## src/hw/rtl/mtb_pkg.sv

```systemverilog
// Shared types, codes and defaults for the multi-timer bank.
package mtb_pkg;

    localparam int TIMER_SLOTS_DEF = 16;
    localparam int QUEUE_IDS       = 8;
    localparam int MAX_RESULTS     = 16;
    localparam int BYTE_W          = 8;
    localparam int QUEUE_W         = 3;
    localparam int BIND_W          = BYTE_W + QUEUE_W;
    localparam int TICK_W          = 32;
    localparam int EVT_CNT_W       = $clog2(MAX_RESULTS + 1);

    typedef enum logic [2:0] {
        CMD_TICK  = 3'd0,
        CMD_ALLOC = 3'd1,
        CMD_FREE  = 3'd2,
        CMD_BIND  = 3'd3,
        CMD_START = 3'd4
    } cmd_t;

    // Slot status codes for free, allocated and running slots.
    typedef enum logic [1:0] {
        ST_FREE  = 2'd0,
        ST_ALLOC = 2'd1,
        ST_USING = 2'd2
    } slot_status_t;

    typedef enum logic [1:0] {
        FSM_IDLE,
        FSM_WALK,
        FSM_FLUSH
    } fsm_state_t;

    typedef enum logic {
        KIND_ALLOC = 1'b0,
        KIND_EXPIRY = 1'b1
    } result_kind_t;

endpackage

```

## src/hw/rtl/mtb_ram.sv

```systemverilog
// Generic single-write, single-read RAM with a registered read port.
module mtb_ram #(
    parameter int WIDTH = 8,
    parameter int DEPTH = 16
) (
    input  logic                                   clk,
    input  logic                                   we,
    input  logic [(DEPTH > 1 ? $clog2(DEPTH) : 1)-1:0] waddr,
    input  logic [WIDTH-1:0]                       wdata,
    input  logic                                   re,
    input  logic [(DEPTH > 1 ? $clog2(DEPTH) : 1)-1:0] raddr,
    output logic [WIDTH-1:0]                       rdata
);

    logic [WIDTH-1:0] mem [DEPTH];

    always_ff @(posedge clk) begin
        if (we) begin
            mem[waddr] <= wdata;
        end
        if (re) begin
            rdata <= mem[raddr];
        end
    end

endmodule

```

## src/hw/rtl/multi_timer_bank.sv

```systemverilog
// Top level of the multi-timer bank: command decode, slot walk and result buffering.
// Free, bind and start finish on accept; an allocate answer passes the pending buffer.
// A tick walks the slots one per cycle through the timeout RAM read port while the
// output is not stalled; an expiry event holds the walk only when the output stalls.
// Reset (aresetn low, synchronous) marks every slot free and clears the tick count;
// the timeout and bind RAMs are not cleared and hold nothing defined until written.
module multi_timer_bank
    import mtb_pkg::*;
#(
    parameter int TIMER_SLOTS = TIMER_SLOTS_DEF
) (
    input  logic                aclk,
    input  logic                aresetn,
    input  logic                s_valid,
    output logic                s_ready,
    input  logic [2:0]          s_cmd,
    input  logic [3:0]          s_slot_index,
    input  logic [31:0]         s_timeout_ticks,
    input  logic [7:0]          s_event_byte,
    input  logic [2:0]          s_queue_select,
    output logic                m_valid,
    input  logic                m_ready,
    output logic                m_kind,
    output logic [3:0]          m_slot_out,
    output logic                m_alloc_ok,
    output logic [7:0]          m_byte_out,
    output logic [2:0]          m_queue_out,
    output logic [31:0]         m_tick_total,
    output logic                m_last
);

    localparam int SLOT_W = (TIMER_SLOTS > 1) ? $clog2(TIMER_SLOTS) : 1;

    fsm_state_t        state_reg, state_next;
    slot_status_t      status_reg [TIMER_SLOTS];
    logic [TICK_W-1:0] tick_cnt_reg;
    logic [SLOT_W-1:0] ev_idx_reg;
    logic [EVT_CNT_W-1:0] evt_cnt_reg;

    // One-entry buffer ahead of the output register; it lets a tick learn
    // whether an event is the last one before that event is shown.
    logic              pend_valid_reg;
    result_kind_t      pend_kind_reg;
    logic [SLOT_W-1:0] pend_slot_reg;
    logic              pend_ok_reg;
    logic [BYTE_W-1:0] pend_byte_reg;
    logic [QUEUE_W-1:0] pend_queue_reg;

    logic              m_valid_reg;
    result_kind_t      m_kind_reg;
    logic [SLOT_W-1:0] m_slot_reg;
    logic              m_ok_reg;
    logic [BYTE_W-1:0] m_byte_reg;
    logic [QUEUE_W-1:0] m_queue_reg;
    logic [TICK_W-1:0] m_tick_reg;
    logic              m_last_reg;

    logic              acc;
    cmd_t              cmd;
    logic [SLOT_W+3:0] slot_ext;
    logic [SLOT_W-1:0] slot_addr;
    logic              slot_ok;
    logic              queue_ok;
    logic              out_free;

    logic              alloc_found;
    logic [SLOT_W-1:0] alloc_pick;

    logic [TICK_W-1:0] t_rdata;
    logic [BIND_W-1:0] b_rdata;
    logic              t_we, b_we, rd_en;
    logic [SLOT_W-1:0] t_waddr, rd_addr;
    logic [TICK_W-1:0] t_wdata;

    logic [TICK_W-1:0] ev_dec;
    logic              ev_run, ev_hit, ev_emit, ev_last, stall;
    logic              walk_step, walk_push, flush_push;
    logic [SLOT_W+3:0] m_slot_ext;

    assign acc       = s_valid && s_ready;
    assign cmd       = cmd_t'(s_cmd);
    assign slot_ext  = {{SLOT_W{1'b0}}, s_slot_index};
    assign slot_addr = slot_ext[SLOT_W-1:0];
    assign slot_ok   = 32'(s_slot_index) < 32'(TIMER_SLOTS);
    assign queue_ok  = 32'(s_queue_select) < 32'(QUEUE_IDS);
    assign out_free  = !m_valid_reg || m_ready;

    // Lowest free slot.
    always_comb begin
        alloc_found = 1'b0;
        alloc_pick  = '0;
        for (int i = TIMER_SLOTS - 1; i >= 0; i--) begin
            if (status_reg[i] == ST_FREE) begin
                alloc_found = 1'b1;
                alloc_pick  = SLOT_W'(i);
            end
        end
    end

    // Evaluation of the slot whose timeout is on the RAM read port.
    assign ev_run  = status_reg[ev_idx_reg] == ST_USING;
    assign ev_dec  = t_rdata - 1'b1;
    assign ev_hit  = ev_run && (ev_dec == '0);
    assign ev_emit = ev_hit && (32'(evt_cnt_reg) < 32'(MAX_RESULTS));
    assign ev_last = ev_idx_reg == SLOT_W'(TIMER_SLOTS - 1);
    assign stall   = ev_emit && pend_valid_reg && !out_free;

    always_comb begin
        state_next = state_reg;
        case (state_reg)
            FSM_IDLE: begin
                if (acc && cmd == CMD_TICK) begin
                    state_next = FSM_WALK;
                end else if (acc && cmd == CMD_ALLOC) begin
                    state_next = FSM_FLUSH;
                end
            end
            FSM_WALK: begin
                if (!stall && ev_last) begin
                    state_next = FSM_FLUSH;
                end
            end
            FSM_FLUSH: begin
                if (!pend_valid_reg || out_free) begin
                    state_next = FSM_IDLE;
                end
            end
            default: state_next = FSM_IDLE;
        endcase
    end

    always_comb begin
        s_ready    = 1'b0;
        t_we       = 1'b0;
        t_waddr    = ev_idx_reg;
        t_wdata    = ev_dec;
        b_we       = 1'b0;
        rd_en      = 1'b0;
        rd_addr    = ev_idx_reg + 1'b1;
        walk_step  = 1'b0;
        walk_push  = 1'b0;
        flush_push = 1'b0;
        case (state_reg)
            FSM_IDLE: begin
                s_ready = 1'b1;
                if (acc) begin
                    case (cmd)
                        CMD_TICK: begin
                            rd_en   = 1'b1;
                            rd_addr = '0;
                        end
                        CMD_START: begin
                            t_we    = slot_ok;
                            t_waddr = slot_addr;
                            t_wdata = s_timeout_ticks;
                        end
                        CMD_BIND: begin
                            b_we = slot_ok && queue_ok;
                        end
                        default: ;
                    endcase
                end
            end
            FSM_WALK: begin
                if (!stall) begin
                    walk_step = 1'b1;
                    t_we      = ev_run;
                    rd_en     = !ev_last;
                    walk_push = ev_emit && pend_valid_reg;
                end
            end
            FSM_FLUSH: begin
                flush_push = pend_valid_reg && out_free;
            end
            default: ;
        endcase
    end

    mtb_ram #(
        .WIDTH (TICK_W),
        .DEPTH (TIMER_SLOTS)
    ) u_time_ram (
        .clk   (aclk),
        .we    (t_we),
        .waddr (t_waddr),
        .wdata (t_wdata),
        .re    (rd_en),
        .raddr (rd_addr),
        .rdata (t_rdata)
    );

    mtb_ram #(
        .WIDTH (BIND_W),
        .DEPTH (TIMER_SLOTS)
    ) u_bind_ram (
        .clk   (aclk),
        .we    (b_we),
        .waddr (slot_addr),
        .wdata ({s_queue_select, s_event_byte}),
        .re    (rd_en),
        .raddr (rd_addr),
        .rdata (b_rdata)
    );

    always_ff @(posedge aclk) begin
        if (!aresetn) begin
            state_reg    <= FSM_IDLE;
            tick_cnt_reg <= '0;
            for (int i = 0; i < TIMER_SLOTS; i++) begin
                status_reg[i] <= ST_FREE;
            end
        end else begin
            state_reg <= state_next;
            if (state_reg == FSM_IDLE && acc) begin
                case (cmd)
                    CMD_TICK:  tick_cnt_reg <= tick_cnt_reg + 1'b1;
                    CMD_ALLOC: begin
                        if (alloc_found) begin
                            status_reg[alloc_pick] <= ST_ALLOC;
                        end
                    end
                    CMD_FREE: begin
                        if (slot_ok) begin
                            status_reg[slot_addr] <= ST_FREE;
                        end
                    end
                    CMD_START: begin
                        if (slot_ok) begin
                            status_reg[slot_addr] <= ST_USING;
                        end
                    end
                    default: ;
                endcase
            end
            if (walk_step && ev_hit) begin
                status_reg[ev_idx_reg] <= ST_ALLOC;
            end
        end
    end

    // Walk index and event count.
    always_ff @(posedge aclk) begin
        if (state_reg == FSM_IDLE && acc && cmd == CMD_TICK) begin
            ev_idx_reg  <= '0;
            evt_cnt_reg <= '0;
        end else if (walk_step) begin
            if (!ev_last) begin
                ev_idx_reg <= ev_idx_reg + 1'b1;
            end
            if (ev_emit) begin
                evt_cnt_reg <= evt_cnt_reg + 1'b1;
            end
        end
    end

    always_ff @(posedge aclk) begin
        if (!aresetn) begin
            pend_valid_reg <= 1'b0;
        end else if (state_reg == FSM_IDLE && acc && cmd == CMD_ALLOC) begin
            pend_valid_reg <= 1'b1;
        end else if (walk_step && ev_emit) begin
            pend_valid_reg <= 1'b1;
        end else if (flush_push) begin
            pend_valid_reg <= 1'b0;
        end
    end

    always_ff @(posedge aclk) begin
        if (state_reg == FSM_IDLE && acc && cmd == CMD_ALLOC) begin
            pend_kind_reg  <= KIND_ALLOC;
            pend_slot_reg  <= alloc_pick;
            pend_ok_reg    <= alloc_found;
            pend_byte_reg  <= '0;
            pend_queue_reg <= '0;
        end else if (walk_step && ev_emit) begin
            pend_kind_reg  <= KIND_EXPIRY;
            pend_slot_reg  <= ev_idx_reg;
            pend_ok_reg    <= 1'b0;
            pend_byte_reg  <= b_rdata[BYTE_W-1:0];
            pend_queue_reg <= b_rdata[BIND_W-1:BYTE_W];
        end
    end

    always_ff @(posedge aclk) begin
        if (!aresetn) begin
            m_valid_reg <= 1'b0;
        end else if (walk_push || flush_push) begin
            m_valid_reg <= 1'b1;
        end else if (m_ready) begin
            m_valid_reg <= 1'b0;
        end
    end

    always_ff @(posedge aclk) begin
        if (walk_push || flush_push) begin
            m_kind_reg  <= pend_kind_reg;
            m_slot_reg  <= pend_slot_reg;
            m_ok_reg    <= pend_ok_reg;
            m_byte_reg  <= pend_byte_reg;
            m_queue_reg <= pend_queue_reg;
            m_tick_reg  <= tick_cnt_reg;
            m_last_reg  <= flush_push;
        end
    end

    assign m_slot_ext   = {4'b0000, m_slot_reg};
    assign m_valid      = m_valid_reg;
    assign m_kind       = m_kind_reg;
    assign m_slot_out   = m_slot_ext[3:0];
    assign m_alloc_ok   = m_ok_reg;
    assign m_byte_out   = m_byte_reg;
    assign m_queue_out  = m_queue_reg;
    assign m_tick_total = m_tick_reg;
    assign m_last       = m_last_reg;

    // The buffer is always drained before a new item is taken.
    a_idle_empty: assert property (@(posedge aclk) disable iff (!aresetn)
        state_reg == FSM_IDLE |-> !pend_valid_reg)
        else $error("pending item left over in idle");

    // An allocation answer is the only result of its item.
    a_alloc_last: assert property (@(posedge aclk) disable iff (!aresetn)
        m_valid && m_kind == KIND_ALLOC |-> m_last)
        else $error("allocation answer not marked last");

    // An expiring slot goes back to allocated.
    a_expire_status: assert property (@(posedge aclk) disable iff (!aresetn)
        walk_step && ev_hit |=> status_reg[$past(ev_idx_reg)] == ST_ALLOC)
        else $error("expired slot not returned to allocated");

    // Each accepted tick advances the global count by exactly one.
    a_tick_count: assert property (@(posedge aclk) disable iff (!aresetn)
        acc && cmd == CMD_TICK |=> tick_cnt_reg == $past(tick_cnt_reg) + 1'b1)
        else $error("tick count did not advance");

    // No more events per tick than the result limit.
    a_evt_limit: assert property (@(posedge aclk) disable iff (!aresetn)
        state_reg == FSM_WALK |-> 32'(evt_cnt_reg) <= 32'(MAX_RESULTS))
        else $error("event count above limit");

endmodule
```

## config.mk

```make
export PLATFORM = sky130hd
export DESIGN_NAME = multi_timer_bank
export DESIGN_NICKNAME = d
export VERILOG_FILES = /design/src/hw/rtl/mtb_pkg.sv /design/src/hw/rtl/mtb_ram.sv /design/src/hw/rtl/multi_timer_bank.sv
export SDC_FILE = /design/constraint.sdc
export NUM_CORES = 1
export LEC_CHECK = 0
export BUFFER_PORTS_ARGS = -buffer_cell sky130_fd_sc_hd__buf_4
export CAP_MARGIN = 10
export CELL_PAD_IN_SITES_DETAIL_PLACEMENT = 1
export CELL_PAD_IN_SITES_GLOBAL_PLACEMENT = 1
export CORE_MARGIN = 8
export CORE_UTILIZATION = 45
export CTS_CLUSTER_DIAMETER = 150
export DETAILED_ROUTE_END_ITERATION = 8
export MAX_ROUTING_LAYER = met4
export PLACE_DENSITY_LB_ADDON = 0.25
export SLEW_MARGIN = 5
export SYNTH_ARGS = -nofsm -noshare
export SYNTH_HDL_FRONTEND = slang
export SYNTH_HIERARCHICAL = 1
export SYNTH_SLANG_ARGS = --single-unit
```

## constraint.sdc

```tcl
create_clock -name aclk -period 7 [get_ports aclk]
set_input_delay 1.05 -clock aclk [delete_from_list [all_inputs] [get_ports aclk]]
set_output_delay 1.05 -clock aclk [all_outputs]
set_load 0.02 [all_outputs]
```

Word level (Yosys, flattened, before mapping)
Memory sizes are Yosys's and may differ from the RTL's. A register that Yosys moved wholly into a read port is not among the register bits.
Cells that the tools add are included.
- word-level logic and storage cells: 194
- memories kept: 3
- register bits: 112
- RAM bits: 720
- memory list (memory ; words ; width ; read ports ; clocked after memory_dff ; write ports ; line ; RTL):
    u_time_ram.mem ; 16 ; 32 ; 1 ; 1 ; 1 ; mtb_ram.sv:15 ; logic [WIDTH-1:0] mem [DEPTH];
    u_bind_ram.mem ; 16 ; 11 ; 1 ; 1 ; 1 ; mtb_ram.sv:15 ;
    status_reg ; 16 ; 2 ; 17 ; 1 ; 16 ; multi_timer_bank.sv:35 ; slot_status_t status_reg [TIMER_SLOTS];
- bitwise gates (word level): 2
- add/subtract/negate cells: 4
- reductions and logical operators: 51
- mux-type cells: 104
- equal/unequal tests: 11
- magnitude comparators: 1
- operator list (kind ; number):
    $mux W4 ; 29
    $mux W32 ; 3
    $mux W1 ; 61
    $logic_not A2 Y1 ; 17
    $add A32 B1 Y32 const B ; 1
    $logic_not A32 Y1 ; 1
    $sub A32 B1 Y32 const B ; 1
    $mux W2 ; 8
    $logic_and A1 B1 Y1 ; 14
    $eq A3 B2 Y1 const B ; 2
    $pmux W2 S3 ; 1
    $reduce_and A2 Y1 ; 3
    $reduce_or A2 Y1 ; 3
    $add A5 B1 Y5 const B ; 1
    $logic_not A1 Y1 ; 5
    $lt A5 B5 Y1 const B ; 1
    $add A4 B1 Y4 const B ; 1
    $eq A2 B2 Y1 const B ; 2
    $eq A4 B4 Y1 const B ; 1
    $ne A2 B2 Y1 const B ; 2
    $pmux W1 S2 ; 2
    $reduce_bool A2 Y1 ; 2
    $eq A3 B1 Y1 const B ; 1
    $eq A3 B3 Y1 const B ; 1
    other kinds (8) ; 10

Logic depth before layout (Yosys ltp)
Gate-level depths: netlist of the first run.
An unclocked memory read counts as a cell.
- depth after elaboration: 27
- gate-level depth with buffers: 12
- mapped depth without buffers: 12

Modules after synthesis
The synthesis of the first run kept the hierarchy.
- by module, submodules not included (module ; area each (um^2) ; sequential area each (um^2) ; cells an instance ; times used):
    mtb_ram at u_time_ram ; 20155.6 ; 16335.7 ; 838 ; 1
    multi_timer_bank ; 7823.8 ; 3833.7 ; 827 ; 1
    mtb_ram at u_bind_ram ; 7108.1 ; 5615.4 ; 305 ; 1

Least setup slack after synthesis of the first run
OpenSTA, ideal clock, no wires.
- path kind: register to register
- start point: register u_time_ram.rdata[16], read port of u_time_ram.mem
- end point: memory u_time_ram/mem[0][0] (netlist name), enable pin
- cell stages (with the launch flop): 13
- slack: 0.978 ns
- arrival time: 5.561 ns
- required time: 6.539 ns
- period minus slack after synthesis: 6.022 ns
- path through: edfxtp_1 > or4_1 > clkbuf_2 > or4_4 > or2_1 > buf_6 > a31o_1 > or3_4 > nand4_1 > nand2_1 > nand2_1 > or3b_2 > nor3_1
- cells in the longest elaborated chain, start to end: 10
- RTL lines (what ; line ; RTL):
    from (decl) ; mtb_ram.sv:12 ; output logic [WIDTH-1:0] rdata
    $sub A32 B1 Y32 ; multi_timer_bank.sv:102 ; assign ev_dec = t_rdata - 1'b1;
    $logic_not A32 Y1 ; multi_timer_bank.sv:103 ; assign ev_hit = ev_run && (ev_dec == '0);
    $logic_and A1 B1 Y1 ; multi_timer_bank.sv:103 ;
    $logic_and A1 B1 Y1 ; multi_timer_bank.sv:104 ; assign ev_emit = ev_hit && (32'(evt_cnt_reg) < 32'(MAX_RESULTS));
    $logic_and A1 B1 Y1 (2 in series) ; multi_timer_bank.sv:106 ; assign stall = ev_emit && pend_valid_reg && !out_free;
    $mux W1 ; multi_timer_bank.sv:165 ; if (!stall) begin
    $pmux W1 S2 ; multi_timer_bank.sv:143 ; case (state_reg)
    net t_we ; multi_timer_bank.sv:71 ; logic t_we, b_we, rd_en;
    $mux W1 ; mtb_ram.sv:18 ; if (we) begin
    $mux W1 (not written as such) ; mtb_ram.sv:19 ; mem[waddr] <= wdata;
    to (decl) ; mtb_ram.sv:15 ;
The timed path passes the listed nets, and every way through them passes these cells.

Worst setup path after layout of the first run
- start point: register u_time_ram.rdata[0], read port of u_time_ram.mem
- end point: memory u_time_ram/mem[3][26] (netlist name), enable pin
Same word-level chain as after synthesis.

==> results, run 1 <==
- The half-perimeter wire length after placement is between 50000 and 60000 um.
- A synthesized cell averages roughly 18 um2.
- Setup repair after global routing left no endpoint under its margin.
- The die is 295 um tall.
- The worst setup slack before clock tree synthesis is between 1000 and 1500 ps.
- Across the routed clock network, the largest skew measured is about 28 ps.
- The required time reported for the critical path endpoint is a little over 7000 ps.
- The run finished with clean final reports.
- Setup violations remaining at the end of the flow were counted as 0.
- The largest buffer count on any clock path is 3.
- The pre-antenna-repair detailed-routing pass consisted of 6 iterations.
- The most used flip-flop cell after synthesis is edfxtp_1.
- VDD sags by at most around 370 uV.
- The worst hold-check path type is reg -> reg.
- The largest registers in the layout are u_time_ram/mem: 512 flops, u_bind_ram/mem: 176 flops.
- After synthesis, the largest family of logic cells by area is multiplexers.
- The largest fanout on the critical path is 32.
- The routed length on met3 is around 4400 um.
- The overall routing resource usage is approximately a fifth.
- The count of nets left with antenna violations once routing finished came out at 0.
- The type of element capturing the critical path is a flop.
- The sequential share of the synthesized area is 73.5%.
- In the synthesized netlist, mux cells make up approximately an eighth of the area.
- The count of unresolved DRC violations after routing is 0.
- After detailed routing, no signal wire sits above met4.
- The compound-cell area share of the yosys netlist is 4.64%.
- The worst setup path is launched from a flop.
- The fraction of final layout cells sized beyond drive strength 1 is 23.1%.
- The switching power share of the total is approximately 27%.
- The library cell occupying the most area in the post-synthesis netlist is edfxtp_1.
- The critical path is of the reg -> reg type.
- Across the run, the number of max-cap violations was 0.
- Combinational cells account for 21.4% of the total power.
- For this configuration, the core starts out at a cell density of approximately 45%.
- Summed over all layers, the routed wires come to a little under 90000 um.
- The total die area is 87200 um2.
- The post-synthesis share of cell area spent on full adders, half adders and majority gates is 0.178%.
- The total met2 wirelength after detailed routing is approximately 43000 um.
- Yosys printed 6 warnings.
- The clock period minus worst slack is 5520 ps.
- The routed wire length per instance is 26.7 um.
- The register with the most flip-flops in the final layout is u_time_ram/mem.
- Summed over all failing endpoints, the final setup total negative slack is 0 ps.
- Across all setup checks in the final design, the least slack found is roughly 1500 ps.
- The final-stage net count is 2194.
- The worst slew margin relative to its limit is 18.1%.
- The finished cells cover roughly 40000 um2.
- The register with the most flip-flops in the layout has about 510 of them.
- The top cell type's share of synthesized area is 70.0%.
- The die span in x is around 300 um.
- The part of the power in registers is between 40 and 50%.
- During placement, the flow inserted port buffers numbering 105.
- The final-report max-slew violation count is 0.
- The root buffer cell chosen for the clock tree is clkbuf_16.
- The number of hold violations in the final report is 0.
- The number of antenna violations at the first check in global routing is 0.
- For this design the static power due to leakage is about 0.013 uW.
- The synthesized netlist devotes around 1.2% of its cell area to XOR and XNOR gates.
- After clock tree synthesis, the clock-pin slew on the worst setup and hold paths is roughly 60 ps.
- The post-place instance area is about 37000 um2.
- After the first detailed-routing iteration, the DRC count stood at about 1500.
- By area the synthesized netlist is led by edfxtp_1 (70%), mux4_2 (10%), dfxtp_1 (3.5%).
- Derived from the worst setup path, the maximum achievable clock frequency is between 0.15 and 0.2 GHz.
- The utilization after layout is 52.2%.
- At the later pin of the worst-skew pair, clock insertion delay measures roughly 650 ps.
- TritonCTS created slightly above 90 clock buffers.
- Across all layers, the routed design uses between 15000 and 20000 vias.
- The area growth from synthesis to layout is 15.1%.
- The async set-or-reset flop fraction in the synthesized netlist is 0%.
- The first-pass GRT wire length is around 130000 um.
- The net count of the mapped netlist is 2029.
- In this run, synthesis produced a sequential element count of 879.
- The initialized floorplan defines 102 standard-cell rows.
- The arrival time at the worst endpoint is about 5800 ps.
- The number of global-route vias before repair is 20141.
- The antenna cell count is 0.
- The synthesized area is ~35000 um2.
- Dividing total power by cell area gives a power density of ~340 nW/um2.
- The worst hold slack is between 400 and 500 ps.
- Summed over all nets, the switching power comes to 3770 uW.
- The transition time at the pin with the least slew margin is 1230 ps.
- The number of gates resized after CTS was 0.
- Post-CTS timing repair inserted 0 buffers for setup.
- The core outline area is approximately 77000 um2.
- The post-synthesis share of cell area spent on and, or, nand and nor gates is slightly below 7%.
- The relative contribution of the clock network to total power is a little over a third.
- For this run the aggregate overflow at the end of global routing stands at 0.
- The count of flip-flops with a built-in enable after synthesis is 818.
- The H-tree was split into 3 levels.
- Entering global routing, the biggest net connects approximately 120 pins.
- TritonCTS built the clock tree.
- The clock sink count is 879.
- The ratio of routed vias to standard cells is about 5.8.
- Yosys mapped the design onto 74 distinct sky130hd cell types.
- The final clock period utilization by the worst path is 78.8%.
- The hold buffer count at cts is 0.
- The count of pins on the block boundary is 106.
- In the synthesized netlist, the number of instances is approximately 2000.
- The internal portion of the total power is slightly above 10000 uW.
- The congestion estimate from routability-driven global placement came to roughly 0.86.
- After detailed routing, the wire length on met1 is between 30000 and 40000 um.
[metrics by stage]
step           std cells  power (uW)
3_5_place_dp        3071        9170
5_1_grt             3252       14400
3_3_place_gp        3070        9110
2_1_floorplan       1970        8340
4_1_cts             3242       14000
6_report            3252       13900
[worst paths after layout]
check                           cells past startpoint  slack, ps                           from                         endpoint
worst max-delay path                               12       1480  u_time_ram/rdata[0]$_DFFE_PP_  u_time_ram/mem[3][26]$_DFFE_PP_
worst min-delay path                                0        420      pend_ok_reg$_SDFFCE_PN0P_             m_alloc_ok$_DFFE_PP_
worst max register to register                     12       1480  u_time_ram/rdata[0]$_DFFE_PP_  u_time_ram/mem[3][26]$_DFFE_PP_
worst min register to register                      0        420      pend_ok_reg$_SDFFCE_PN0P_             m_alloc_ok$_DFFE_PP_
[cell usage in the layout, fill, tap and decap left out, types with 19 or more instances in the layout]
master	instances
edfxtp_1	818
nor2_1	159
mux4_2	158
buf_4	156
nand2_1	99
clkbuf_16	92
a22oi_1	86
dfxtp_1	61
a21oi_1	49
xnor2_1	28
nor3_1	27
nand2b_1	26
nand3_1	26
nand4_1	24
clkinv_1	24
o21ai_0	22
xor2_1	22
or3_1	19
clkinv_2	19
[power groups by stage]
stage / logic, uW / registers [uW] / clock network (uW)
floorplan: 2190 / 6150 / 0
global placement: 2910 / 6200 / 0
detailed placement: 2960 / 6210 / 0
CTS: 2980 / 6100 / 4920
global route: 3170 / 6100 / 5100
finish: 2960 / 6090 / 4810
[routing by layer]
metal	track usage, %	vias up
met5	-	-
met4	6.23	0
met3	3.16	141
met2	33.7	521
met1	26.6	10040
li1	-	8298
[critical path: stages (launching register included)]
cell	delay, ps
edfxtp_1	510
inv_1	110
ha_1	290
nor4b_2	610
nand4_1	320
or4_1	560
a31o_1	270
or3_4	410
nand4_1	250
nand2_1	100
nand2_1	130
or3b_2	580
nor2_4	940
[cell type report]
type                            count  area, um2
Sequential cell                   879      25800
Inverter                           19       71.3
Clock inverter                     64        619
Multi-Input combinational cell    981       8970
Tap cell                         1040       1300
Fill cell                        7123      36900
Clock buffer                      107       2370
Timing Repair Buffer              162       1270
[Yosys cell counts, drive strengths merged, types with 4 or more instances]
library cell / instances
and2: 11
o211ai: 5
a31oi: 8
mux2: 7
o21ai: 23
or4: 8
and3: 7
a21oi: 55
o22a: 4
nand2b: 26
clkbuf: 52
nor3: 31
dfxtp: 61
edfxtp: 818
a2111oi: 5
ha: 5
o32a: 6
nand4: 25
nor2: 174
a211oi: 4
or2: 12
buf: 39
o22ai: 8
nand3b: 8
nor3b: 4
nand2: 100
nor4: 11
mux2i: 17
mux4: 174
nor4b: 6
inv: 18
xnor2: 28
o31a: 4
nor2b: 9
o31ai: 6
or3: 20
a22oi: 86
xor2: 22
nand3: 26
[cell families (layout without fill, tap and decap cells)]
group,count (synthesis),after routing
flops,879,879
simple gates,491,491
compound gates,237,237
mux,198,198
buf+inv,110,352
xor+xnor,50,50
fa+ha+maj,5,5
(Power assumes the default switching activity.)
==> run 2: changes to the inputs <==
==> constraint.sdc (replaced) <==
create_clock -name aclk -period 5.3 [get_ports aclk]
set_input_delay 0.795 -clock aclk [delete_from_list [all_inputs] [get_ports aclk]]
set_output_delay 0.795 -clock aclk [all_outputs]
set_load 0.02 [all_outputs]
==> results, run 2 (same netlist as run 1, synthesis figures left out) <==
- The count of pins on the block boundary is 106 (unchanged).
- The final clock period utilization by the worst path is 93.1% (was 78.8%).
- The total die area is 87200 um2 (unchanged).
- The power density relative to cell area came to 453 nW/um2 (was 343 nW/um2).
- The type of element capturing the critical path was a flop (unchanged).
- The die span in y is 295 um (unchanged).
- The post-place instance area is 37400 um2 (was 37300 um2).
- The leakage power is 0.0130 uW (was 0.0129 uW).
- The number of vias in the routed layout is 19085 (was 19000).
- The clock network latency to the later pin of the worst-skew pair is 650 ps (about the same).
- The arrival time at the worst endpoint was 5240 ps (was 5760 ps).
- The worst hold slack is 426 ps (was 419 ps).
- The total chip power is 18300 uW (was 13900 uW).
- The number of hold violations in the final report came to 0 (unchanged).
- The first-pass GRT wire length came to 129000 um (was 131000 um).
- Registers with the most flip-flops: u_time_ram/mem: 512 flops, u_bind_ram/mem: 176 flops (unchanged).
- The number of cells upsized or downsized after cts is 0 (unchanged).
- The half-perimeter wire length after placement was 53600 um (was 54500 um).
- The total number of H-tree levels is 3 (unchanged).
- The flip-flop count of the largest register, all copies and words added came to 512 (unchanged).
- The area of all placed cells without fillers is 40500 um2 (was 40400 um2).
- The largest net degree at the start of global routing was 129 (was 116).
- The port buffer count is 105 (unchanged).
- Status: complete, no violations (unchanged).
- The final-stage net count was 2207 (was 2194).
- The core outline area was 77300 um2 (unchanged).
- The required time reported for the critical path endpoint was 5610 ps (was 7240 ps).
- The classification of the worst setup path is reg -> reg (unchanged).
- The routed wire length per instance is 26.6 um (was 26.7 um).
- The utilization after layout is 52.3% (was 52.2%).
- The transition time at the pin with the least slew margin is 1260 ps (was 1230 ps).
- Most frequent cells in the layout: edfxtp_1 (818), buf_4 (168), nor2_1 (159), mux4_2 (158), nand2_1 (99) (was edfxtp_1 (818), nor2_1 (159), mux4_2 (158), buf_4 (156), nand2_1 (99)).
- The hold buffer count at cts was 0 (unchanged).
- The number of fillers in the final layout came to 7098 (was 7123).
- The DRC marker count from the first detailed-route iteration is 1724 (was 1490).
- The count of unresolved DRC violations after routing is 0 (unchanged).
- The number of antenna-violating nets in the routed design came to 0 (unchanged).
- The number of buffers inserted by post-CTS setup repair is 0 (unchanged).
- The number of max-cap violations came to 0 (unchanged).
- The routability-driven placement congestion ratio came to 0.830 (was 0.862).
- The clock sink count is 879 (unchanged).
- The CTS tree is yes (unchanged).
- The total wire length is 86700 um (about the same).
- The worst hold-check path type is reg -> reg (unchanged).
- The worst ir drop on vdd is 662 uV (was 366 uV).
- The number of setup violations in the final report was 0 (unchanged).
- The initial standard-cell utilization of the core is 45.4% (unchanged).
- RSZ-0062 raised after global routing: false (unchanged).
- The most common library cell in the layout ignoring fill and taps is edfxtp_1 (unchanged).
- The total CTS buffers is 92 (unchanged).
- The worst slew margin relative to its limit is 16.1% (was 18.1%).
- The largest buffer count on any clock path is 3 (unchanged).
- The number of antenna violations at the first check in global routing is 1 (was 0).
- The largest fanout on the critical path is 32 (unchanged).
- The register bank with the most flops is u_time_ram/mem (unchanged).
- The fraction of final layout cells sized beyond drive strength 1 was 23.0% (was 23.1%).
- The detailed-routing iteration count for the pre-antenna-repair pass is 5 (was 6).
- The total global routing overflow is 0 (unchanged).
- The final setup skew came to 28.8 ps (was 28.2 ps).
- The maximum operating frequency is 0.203 GHz (was 0.181 GHz).
- The setup TNS is 0 ps (unchanged).
- The layout-stage area growth over the synthesis result was 15.3% (was 15.1%).
- The ratio of routed vias to standard cells is 5.85 (was 5.84).
- The overall routing resource usage came to 20.3% (was 20.5%).
- The die span in x came to 295 um (unchanged).
- The sort of element at the start of the critical path was a flop (unchanged).
- The final-report max-slew violation count came to 0 (unchanged).
- The number of global-route vias before repair is 20310 (was 20141).
- The clock period minus worst slack came to 4930 ps (was 5520 ps).
- The post-CTS clock slew at the launch and capture registers of the worst setup and hold paths is 60 ps (about the same).
- The total number of placement rows was 102 (unchanged).
- The root buffer selected by CTS is clkbuf_16 (unchanged).
run 2: cell count changes in the layout (fill, tap and decap cells not counted), sizes merged:
cell | previous run | this run
clkinv | 49 | 47
buf | 162 | 175
clkbuf | 107 | 108
bufinv | 9 | 7
diode | 0 | 1
inv | 21 | 24
clkinvlp | 4 | 3
run 2: power breakdown:
part | internal, uW | switching (uW)
Clock | 3620 | 2680
Sequential | 7920 | 127
Combinational | 1770 | 2220
Total | 13300 | 5030
run 2: final cells by class:
| type | instances | area, um2 | area share (%) |
|---|---|---|---|
| clock inverter | 62 | 536 | 1.32 |
| inverter | 19 | 71.3 | 0.176 |
| sequential | 879 | 25800 | 63.7 |
| antenna | 1 | 2.50 | 0.00619 |
| clock buffer | 108 | 2410 | 5.97 |
| multi-input combinational | 981 | 8960 | 22.2 |
| timing repair buffer | 175 | 1380 | 3.42 |
| tap | 1040 | 1300 | 3.22 |
run 2: final timing paths:
kind	startpoint	endpoint	slack [ps]	cells after the start
worst min register to register	pend_slot_reg[2]$_DFFE_PP_	m_slot_out[2]$_DFFE_PP_	430	0
worst max register to register	u_time_ram/rdata[0]$_DFFE_PP_	u_time_ram/mem[10][18]$_DFFE_PP_	370	13
worst max-delay path	u_time_ram/rdata[0]$_DFFE_PP_	u_time_ram/mem[10][18]$_DFFE_PP_	370	13
worst min-delay path	pend_slot_reg[2]$_DFFE_PP_	m_slot_out[2]$_DFFE_PP_	430	0
run 2: routing by layer:
layer  track usage [%]  share of wire (%)
met2              33.6                 50
met4              6.24                2.6
met5                 -                  0
met3              2.90                5.1
met1              26.1                 42
run 2: stage by stage:
step / std cells / setup WS (ps)
floorplan: 1970 / 150
global placement: 3084 / 511
detailed placement: 3084 / 325
CTS: 3254 / 181
global route: 3265 / 103
finish: 3265 / 366
run 2: critical path: stages (launching register included):
cell       delay [ps]
edfxtp_1          510
inv_1             100
ha_1              310
or4b_2            690
xnor2_1           180
o31ai_1           420
nand4_1           140
a2111oi_1         650
nand4_1           430
nand2_1           210
nand2_1           140
nand3b_1          390
nor2_4             60
buf_4             340
